### src/hdl/tkda_pkg.sv
// ----------------------------------------------------------------------------
// tkda_pkg
// Types, codes and the pitch table shared by the touch key voice allocator.
// ----------------------------------------------------------------------------
`default_nettype none

package tkda_pkg;

    localparam int KEY_W      = 4;
    localparam int PITCH_W    = 11;
    localparam int SENSE_W    = 13;
    localparam int TABLE_KEYS = 13;
    localparam int ROWS       = 4;
    localparam int ROW_W      = 2;

    localparam logic [KEY_W-1:0] EMPTY_KEY = 4'd15;

    localparam logic EV_NOTE_ON  = 1'b0;
    localparam logic EV_NOTE_OFF = 1'b1;
    localparam logic VOICE_ONE   = 1'b0;
    localparam logic VOICE_TWO   = 1'b1;

    localparam logic CFG_OCTAVE_ROW = 1'b0;
    localparam logic CFG_PORTAMENTO = 1'b1;

    localparam logic [PITCH_W-1:0] PITCH_TABLE [ROWS][TABLE_KEYS] = '{
        '{11'd65,  11'd69,  11'd73,  11'd78,  11'd82,  11'd87,  11'd92,
          11'd98,  11'd104, 11'd110, 11'd117, 11'd123, 11'd131},
        '{11'd131, 11'd139, 11'd147, 11'd156, 11'd165, 11'd175, 11'd185,
          11'd196, 11'd208, 11'd220, 11'd233, 11'd247, 11'd262},
        '{11'd262, 11'd277, 11'd294, 11'd311, 11'd330, 11'd349, 11'd370,
          11'd392, 11'd415, 11'd440, 11'd466, 11'd494, 11'd523},
        '{11'd523, 11'd554, 11'd587, 11'd622, 11'd659, 11'd698, 11'd740,
          11'd784, 11'd831, 11'd880, 11'd932, 11'd988, 11'd1046}
    };

    typedef enum logic [1:0] {
        ST_IDLE,
        ST_SCAN,
        ST_FLUSH
    } state_t;

    typedef struct packed {
        logic [KEY_W-1:0] v1_key;
        logic [KEY_W-1:0] v2_key;
        logic             last_voice;
    } voice_state_t;

    typedef struct packed {
        logic             sample_now;
        logic             sample_p1;
        logic             sample_p2;
        logic             level;
        logic             sounding;
        logic [KEY_W-1:0] key;
    } key_bits_t;

    typedef struct packed {
        logic               kind;
        logic               voice;
        logic [KEY_W-1:0]   key;
        logic [PITCH_W-1:0] pitch;
    } event_t;

    typedef struct packed {
        logic         level;
        logic         sounding;
        voice_state_t voices;
        logic         ev_valid;
        event_t       ev;
    } key_result_t;

endpackage

`default_nettype wire

### src/hdl/tkda_key_step.sv
// ----------------------------------------------------------------------------
// tkda_key_step
// Shared per-key unit: debounce one key and run the voice allocation step.
// ----------------------------------------------------------------------------
`default_nettype none

module tkda_key_step (
    input  var tkda_pkg::key_bits_t    key_in,
    input  var tkda_pkg::voice_state_t voices_in,
    input  wire [tkda_pkg::ROW_W-1:0]  octave_row,
    input  wire                        portamento_on,
    output tkda_pkg::key_result_t      result
);

    logic level_new;
    logic press;
    logic release_key;

    always_comb begin
        level_new = (key_in.level & (key_in.sample_now | key_in.sample_p1 | key_in.sample_p2))
                  | (key_in.sample_now & key_in.sample_p1 & key_in.sample_p2);
        press       = level_new & ~key_in.sounding;
        release_key = ~level_new & key_in.sounding;

        result          = '0;
        result.level    = level_new;
        result.sounding = key_in.sounding;
        result.voices   = voices_in;
        result.ev.key   = key_in.key;

        if (press) begin
            result.sounding = 1'b1;
            result.ev.kind  = tkda_pkg::EV_NOTE_ON;
            result.ev.pitch = tkda_pkg::PITCH_TABLE[octave_row][key_in.key];
            if (voices_in.v1_key == tkda_pkg::EMPTY_KEY ||
                (voices_in.last_voice == tkda_pkg::VOICE_TWO &&
                 voices_in.v2_key != tkda_pkg::EMPTY_KEY)) begin
                result.voices.v1_key     = key_in.key;
                result.voices.last_voice = tkda_pkg::VOICE_ONE;
                result.ev_valid          = 1'b1;
                result.ev.voice          = tkda_pkg::VOICE_ONE;
            end else if (!portamento_on) begin
                result.voices.v2_key     = key_in.key;
                result.voices.last_voice = tkda_pkg::VOICE_TWO;
                result.ev_valid          = 1'b1;
                result.ev.voice          = tkda_pkg::VOICE_TWO;
            end
        end else if (release_key) begin
            result.sounding = 1'b0;
            result.ev.kind  = tkda_pkg::EV_NOTE_OFF;
            if (key_in.key == voices_in.v1_key) begin
                result.voices.v1_key     = tkda_pkg::EMPTY_KEY;
                result.voices.last_voice = tkda_pkg::VOICE_TWO;
                result.ev_valid          = 1'b1;
                result.ev.voice          = tkda_pkg::VOICE_ONE;
            end else if (key_in.key == voices_in.v2_key) begin
                result.voices.v2_key     = tkda_pkg::EMPTY_KEY;
                result.voices.last_voice = tkda_pkg::VOICE_ONE;
                result.ev_valid          = 1'b1;
                result.ev.voice          = tkda_pkg::VOICE_TWO;
            end
        end
    end

endmodule

`default_nettype wire

### src/hdl/touch_key_debounce_two_voice_allocator_unit.sv
// ----------------------------------------------------------------------------
// touch_key_debounce_two_voice_allocator_unit
// Debounces touch keys per tick and allocates two voices, emitting note events.
// ----------------------------------------------------------------------------
// channel  | dir | tdata                          | tuser       | tlast
// s_       | in  | key_sense[12:0], zero pad      | -           | -
// m_       | out | voice, key_index[3:0], pitch_hz| event_kind  | last_event
// cfg_     | in  | index 0 octave_row, 1 portamento_on (write only)
//
// A tick is accepted in ST_IDLE, each key then passes through the shared key
// unit in ST_SCAN, and ST_FLUSH sends any held event with tlast set.
// One event is held back so tlast can be attached; a full output register and a
// held event stall the key scan on a new event. s_tready is high only when idle.
// aresetn is synchronous; it clears all key state and the voices.
// ----------------------------------------------------------------------------
`default_nettype none

module touch_key_debounce_two_voice_allocator_unit #(
    parameter int NUM_KEYS = 13
) (
    input  wire        aclk,
    input  wire        aresetn,
    input  wire        s_tvalid,
    output logic       s_tready,
    input  wire [15:0] s_tdata,    // [12:0] key_sense, [15:13] zero
    output logic       m_tvalid,
    input  wire        m_tready,
    output logic [15:0] m_tdata,   // [0] voice, [4:1] key_index, [15:5] pitch_hz
    output logic       m_tuser,    // [0] event_kind
    output logic       m_tlast,
    input  wire        cfg_wr_en,
    input  wire        cfg_index,
    input  wire [1:0]  cfg_wdata
);

    localparam int KW = tkda_pkg::KEY_W;
    localparam int SW = tkda_pkg::SENSE_W;
    localparam logic [KW-1:0] LAST_KEY = KW'(NUM_KEYS - 1);

    tkda_pkg::state_t       state_reg,    state_next;
    logic [SW-1:0]          sense_reg,    sense_next;
    logic [SW-1:0]          prev1_reg,    prev1_next;
    logic [SW-1:0]          prev2_reg,    prev2_next;
    logic [SW-1:0]          level_reg,    level_next;
    logic [SW-1:0]          sound_reg,    sound_next;
    tkda_pkg::voice_state_t voices_reg,   voices_next;
    logic [KW-1:0]          key_reg,      key_next;
    logic                   pend_valid_reg, pend_valid_next;
    tkda_pkg::event_t       pend_reg,     pend_next;
    logic                   out_valid_reg, out_valid_next;
    tkda_pkg::event_t       out_reg,      out_next;
    logic                   out_last_reg, out_last_next;
    logic [tkda_pkg::ROW_W-1:0] octave_reg;
    logic                   porta_reg;

    tkda_pkg::key_bits_t    key_bits;
    tkda_pkg::key_result_t  key_res;
    logic                   out_free;

    assign key_bits.sample_now = sense_reg[key_reg];
    assign key_bits.sample_p1  = prev1_reg[key_reg];
    assign key_bits.sample_p2  = prev2_reg[key_reg];
    assign key_bits.level      = level_reg[key_reg];
    assign key_bits.sounding   = sound_reg[key_reg];
    assign key_bits.key        = key_reg;

    tkda_key_step u_key_step (
        .key_in       (key_bits),
        .voices_in    (voices_reg),
        .octave_row   (octave_reg),
        .portamento_on(porta_reg),
        .result       (key_res)
    );

    assign out_free = !out_valid_reg || m_tready;
    assign s_tready = (state_reg == tkda_pkg::ST_IDLE);
    assign m_tvalid = out_valid_reg;
    assign m_tdata  = {out_reg.pitch, out_reg.key, out_reg.voice};
    assign m_tuser  = out_reg.kind;
    assign m_tlast  = out_last_reg;

    always_ff @(posedge aclk) begin
        if (!aresetn) begin
            octave_reg <= '0;
            porta_reg  <= 1'b0;
        end else if (cfg_wr_en) begin
            case (cfg_index)
                tkda_pkg::CFG_OCTAVE_ROW: octave_reg <= cfg_wdata;
                tkda_pkg::CFG_PORTAMENTO: porta_reg  <= cfg_wdata[0];
                default: ;
            endcase
        end
    end

    always_ff @(posedge aclk) begin
        if (!aresetn) begin
            state_reg      <= tkda_pkg::ST_IDLE;
            prev1_reg      <= '0;
            prev2_reg      <= '0;
            level_reg      <= '0;
            sound_reg      <= '0;
            voices_reg     <= '{v1_key: tkda_pkg::EMPTY_KEY, v2_key: tkda_pkg::EMPTY_KEY,
                                last_voice: tkda_pkg::VOICE_TWO};
            key_reg        <= '0;
            pend_valid_reg <= 1'b0;
            out_valid_reg  <= 1'b0;
        end else begin
            state_reg      <= state_next;
            prev1_reg      <= prev1_next;
            prev2_reg      <= prev2_next;
            level_reg      <= level_next;
            sound_reg      <= sound_next;
            voices_reg     <= voices_next;
            key_reg        <= key_next;
            pend_valid_reg <= pend_valid_next;
            out_valid_reg  <= out_valid_next;
        end
        sense_reg    <= sense_next;
        pend_reg     <= pend_next;
        out_reg      <= out_next;
        out_last_reg <= out_last_next;
    end

    always_comb begin
        state_next      = state_reg;
        sense_next      = sense_reg;
        prev1_next      = prev1_reg;
        prev2_next      = prev2_reg;
        level_next      = level_reg;
        sound_next      = sound_reg;
        voices_next     = voices_reg;
        key_next        = key_reg;
        pend_valid_next = pend_valid_reg;
        pend_next       = pend_reg;
        out_valid_next  = out_valid_reg && !m_tready;
        out_next        = out_reg;
        out_last_next   = out_last_reg;

        case (state_reg)
            tkda_pkg::ST_IDLE: begin
                if (s_tvalid) begin
                    sense_next = s_tdata[SW-1:0];
                    key_next   = '0;
                    state_next = tkda_pkg::ST_SCAN;
                end
            end
            tkda_pkg::ST_SCAN: begin
                // hold while a new event would displace a held one with no room
                if (!(key_res.ev_valid && pend_valid_reg && !out_free)) begin
                    prev1_next[key_reg]  = key_bits.sample_now;
                    prev2_next[key_reg]  = key_bits.sample_p1;
                    level_next[key_reg]  = key_res.level;
                    sound_next[key_reg]  = key_res.sounding;
                    voices_next          = key_res.voices;
                    if (key_res.ev_valid) begin
                        if (pend_valid_reg) begin
                            out_valid_next = 1'b1;
                            out_next       = pend_reg;
                            out_last_next  = 1'b0;
                        end
                        pend_valid_next = 1'b1;
                        pend_next       = key_res.ev;
                    end
                    if (key_reg == LAST_KEY) begin
                        state_next = tkda_pkg::ST_FLUSH;
                    end else begin
                        key_next = key_reg + 1'b1;
                    end
                end
            end
            tkda_pkg::ST_FLUSH: begin
                if (!pend_valid_reg) begin
                    state_next = tkda_pkg::ST_IDLE;
                end else if (out_free) begin
                    out_valid_next  = 1'b1;
                    out_next        = pend_reg;
                    out_last_next   = 1'b1;
                    pend_valid_next = 1'b0;
                    state_next      = tkda_pkg::ST_IDLE;
                end
            end
            default: begin
                state_next = tkda_pkg::ST_IDLE;
            end
        endcase
    end

    a_idle_nothing_held: assert property (@(posedge aclk) disable iff (!aresetn)
        s_tready |-> !pend_valid_reg)
        else $error("held event while accepting a new tick");

    a_voices_distinct: assert property (@(posedge aclk) disable iff (!aresetn)
        (voices_reg.v1_key != tkda_pkg::EMPTY_KEY) |-> (voices_reg.v1_key != voices_reg.v2_key))
        else $error("both voices hold the same key");

    a_scan_in_range: assert property (@(posedge aclk) disable iff (!aresetn)
        (state_reg == tkda_pkg::ST_SCAN) |-> (key_reg <= LAST_KEY))
        else $error("key counter past last key");

    a_flush_empty_done: assert property (@(posedge aclk) disable iff (!aresetn)
        (state_reg == tkda_pkg::ST_FLUSH && !pend_valid_reg) |=> (state_reg == tkda_pkg::ST_IDLE))
        else $error("flush without held event did not return to idle");

endmodule

`default_nettype wire
### config.mk
export PLATFORM = sky130hd
export DESIGN_NAME = touch_key_debounce_two_voice_allocator_unit
export DESIGN_NICKNAME = d
export VERILOG_FILES = /design/src/hdl/tkda_pkg.sv /design/src/hdl/tkda_key_step.sv /design/src/hdl/touch_key_debounce_two_voice_allocator_unit.sv
export SDC_FILE = /design/constraint.sdc
export NUM_CORES = 1
export LEC_CHECK = 0
export BUFFER_PORTS_ARGS = -buffer_cell sky130_fd_sc_hd__buf_4
export CORE_UTILIZATION = 50
export CTS_CLUSTER_SIZE = 30
export DETAILED_ROUTE_END_ITERATION = 16
export PLACE_DENSITY = 0.71
export SLEW_MARGIN = 0
export SYNTH_ARGS = -nofsm -noshare
export SYNTH_HDL_FRONTEND = slang
export SYNTH_SLANG_ARGS = --single-unit
### constraint.sdc
create_clock -name aclk -period 3.6 [get_ports aclk]
set_input_delay 0.72 -clock aclk [delete_from_list [all_inputs] [get_ports aclk]]
set_output_delay 0.72 -clock aclk [all_outputs]
set_load 0.1 [all_outputs]
==> results by group <==
Min path
  • Min-Delay Startpoint: pend_reg[0]
  • WHS Endpoint: m_tdata[5]
  • Hold Path Depth: 0
  • Class of the worst hold path: reg -> reg

Pwr
  • Cell-internal power: 1.99 mW
  • Power Total: 2.85 mW
  • Switching share of power: 0.302
  • Power per Cell Area: 436 mW/mm²
  • Sequential group share of total power: 0.483
  • Max VDD drop: 0.260 mV
  • Logic pwr share: 0.234
  • Clock share of power: 0.283
  • NetSw: 0.861 mW
  • Leak: 2.28 nW

Cells and area
  • Commonest non-fill, non-tap cell in the layout: buf_4
  • Final layout net count: 666
  • Max reg flops: 17
  • Finished Cell Area: 0.00654 mm²
  • Fin cells: 771
  • Layout Area Growth over Synthesis: 16.4%
  • Ratio of cells with drive above 1 in the final layout: 0.206
  • Ant. Diodes: 0
  • Final core utilization: 0.600
  • Most frequent cells in the layout: buf_4 (72), a21oi_1 (65), dfxtp_1 (56), nor2_1 (49), edfxtp_1 (48)

Yosys
  • Mapped Avg Cell Area: 9.61 µm²
  • Post-synthesis sequential area ratio: 0.467
  • Synth Cell Area: 0.00561 mm²
  • Largest family of logic cells by synthesized area: compound AO/OA/AOI/OAI gates
  • Number of flops mapped to enable cells by yosys: 48
  • Simple-gate area share of the yosys netlist: 0.152
  • Synthesized instance count: 584
  • Complex-gate fraction of the synthesized area: 0.206
  • Post-synthesis mux area share: 0.0773
  • Post-synth ARST share: 0
  • Synth warnings: 0
  • Yosys reg bits: 107
  • Synth Area in XOR/XNOR: 0.0125
  • Yosys cell types: 59
  • Adder-cell share of the synthesized area: 0.0357
  • Synth Flop Type: dfxtp_1
  • Mapped Nets: 624

GRT
  • First-pass GRT wire length: 22900 µm
  • Initial antenna violation count: 0
  • Grt total ovfl: 0
  • Number of global-route vias before repair: 4610
  • Largest net degree at the start of global routing: 41
  • Total Routing Usage GR: 0.255

Critical path
  • Reg2Reg Depth: 13
  • FF-to-FF setup slack: 0.18 ns
  • R2R Path Start: key_reg[1]
  • Critical Path Start Type: flip-flop
  • Crit Path Category: reg -> reg
  • Reg2reg end: voices_reg[2]
  • Worst EP arrival: 3.73 ns
  • CP Launch Point: key_reg[1]
  • CP max FO: 10
  • CP endpoint kind: flip-flop
  • Worst path required time: 3.91 ns

CTS
  • Num Clock Sinks: 107
  • Clock H-tree levels: 3
  • CTS buffer count: 9
  • Root Driver: clkbuf_8
  • CTS tree: done
  • Worst skew pair latency: 0.38 ns
  • Clk slew on worst S/H paths: 0.10 ns
  • Hold_buf cts: 0
  • Max Root-Sink Buffers: 2

Routing
  • Vias per cell: 6.25
  • Via Count: 4822
  • Iteration-0 DRC Markers: 266
  • Final WL: 14200 µm
  • DR WL/cell: 18.5 µm
  • Drc violations: 0
  • Router iterations before antenna repair: 5
  • Final ANT Viol Nets: 0

STA
  • Minimum clock period: 3.42 ns
  • Worst-Margin Slew: 1.09 ns
  • Max-Slew Margin vs Limit: 0.269
  • Worst hold margin: 0.426 ns
  • Slew Viols, Final: 0
  • Final hold vios: 0
  • Skew final: 0.00634 ns
  • F_max: 292 MHz
  • Setup-failing EPs final: 0
  • Tcrit/Tclk final: 0.951

Status
  • Status: complete, no violations

Placement
  • Dpl cell area: 0.00620 mm²
  • Dpl cells: 753
  • IO Port Bufs: 40
  • DP Wirelength: 9880 µm
  • GPL Wtd Cong: 0.901

Die
  • Rows: 38
  • Initial Util: 0.516
  • Die height: 108 µm
  • Core area: 0.0109 mm²
  • Die Footprint: 0.0117 mm²
  • # IOs: 44
  • Die X: 108 µm

Run
  • Max Cap Violations: 0
final cells by class:
cell class              count  area [µm²]
well taps                 140         175
clock inverters             5        76.3
multi-input cells         414        2840
clock buffers              11         141
inverters                  18        67.6
fillers                   928        4350
flip-flops and latches    107        2630
repair buffers             76         603
synth_stat cells, drive strengths merged (8+ instances only):
| cell | number | area, µm² |
|---|---|---|
| a21oi | 65 | 325 |
| dfxtp | 59 | 1180 |
| nor2 | 50 | 188 |
| edfxtp | 48 | 1440 |
| nand2 | 47 | 176 |
| a211oi | 31 | 233 |
| nor3 | 29 | 145 |
| clkbuf | 26 | 97.6 |
| o21ai | 24 | 124 |
| buf | 21 | 113 |
| nand3 | 20 | 100 |
| ha | 16 | 200 |
| inv | 15 | 56.3 |
| mux2i | 13 | 130 |
| mux4 | 11 | 248 |
| o211ai | 8 | 60.1 |
| xnor2 | 8 | 70.1 |
critical path, stage by stage, from the launching register on:
cell and delay, ns:
dfxtp_4 0.40, buf_4 0.15, mux4_2 0.51, and3_1 0.22
nor4_4 0.17, a21oi_1 0.14, o21ai_2 0.20, inv_1 0.10
ha_4 0.22, buf_4 0.16, or3_1 0.40, a21oi_1 0.36
a21oi_1 0.12, o21ai_0 0.18
per-layer routing:
metal	global-route usage	share of wire	vias up
li1	-	-	2271
met1	0.334	0.42	2306
met2	0.413	0.48	198
met3	0.0319	0.060	47
met4	0.137	0.040	0
met5	0	0	-
what timing repair did:
action | in CTS | in global routing
buffers inserted | 0 | 0
cloned | 0 | 2
resized for setup | 3 | 23
hold endpoints to repair | 0 | 0
pin swaps | 0 | 1
setup endpoints to repair | 3 | 78
worst max-delay path by stage:
stage                     depth (start not counted)  slack, ns             to
after global placement                           12       0.08  voices_reg[1]
after global routing                             13     -0.004  voices_reg[1]
final                                            13       0.18  voices_reg[2]
after CTS                                        11       0.08     m_tdata[1]
after detailed placement                         13      0.005  voices_reg[3]
after floorplan                                  11      -0.05    pend_reg[0]
power by group through the flow:
| stage | sequential, mW | clock (mW) | combinational, mW |
|---|---|---|---|
| 6_report | 1.38 | 0.807 | 0.668 |
| 4_1_cts | 1.37 | 0.819 | 0.640 |
| 3_5_place_dp | 1.40 | 0 | 0.635 |
| 2_1_floorplan | 1.39 | 0 | 0.461 |
| 3_3_place_gp | 1.40 | 0 | 0.619 |
| 5_1_grt | 1.38 | 0.860 | 0.728 |
cell families after synthesis:
group	after synthesis
xor+xnor	8
mux	29
fa+ha+maj	16
flops	107
buf+inv	65
simple gates	180
compound gates	179
metrics by stage:
| stage | TNS [ns] | worst slack [ns] |
|---|---|---|
| 2_1_floorplan | -0.767 | -0.0451 |
| 3_3_place_gp | 0 | 0.0804 |
| 3_5_place_dp | 0 | 0.00494 |
| 4_1_cts | 0 | 0.0773 |
| 5_1_grt | -0.00448 | -0.00448 |
| 6_report | 0 | 0.178 |
Power figures use the tool's default switching activity.
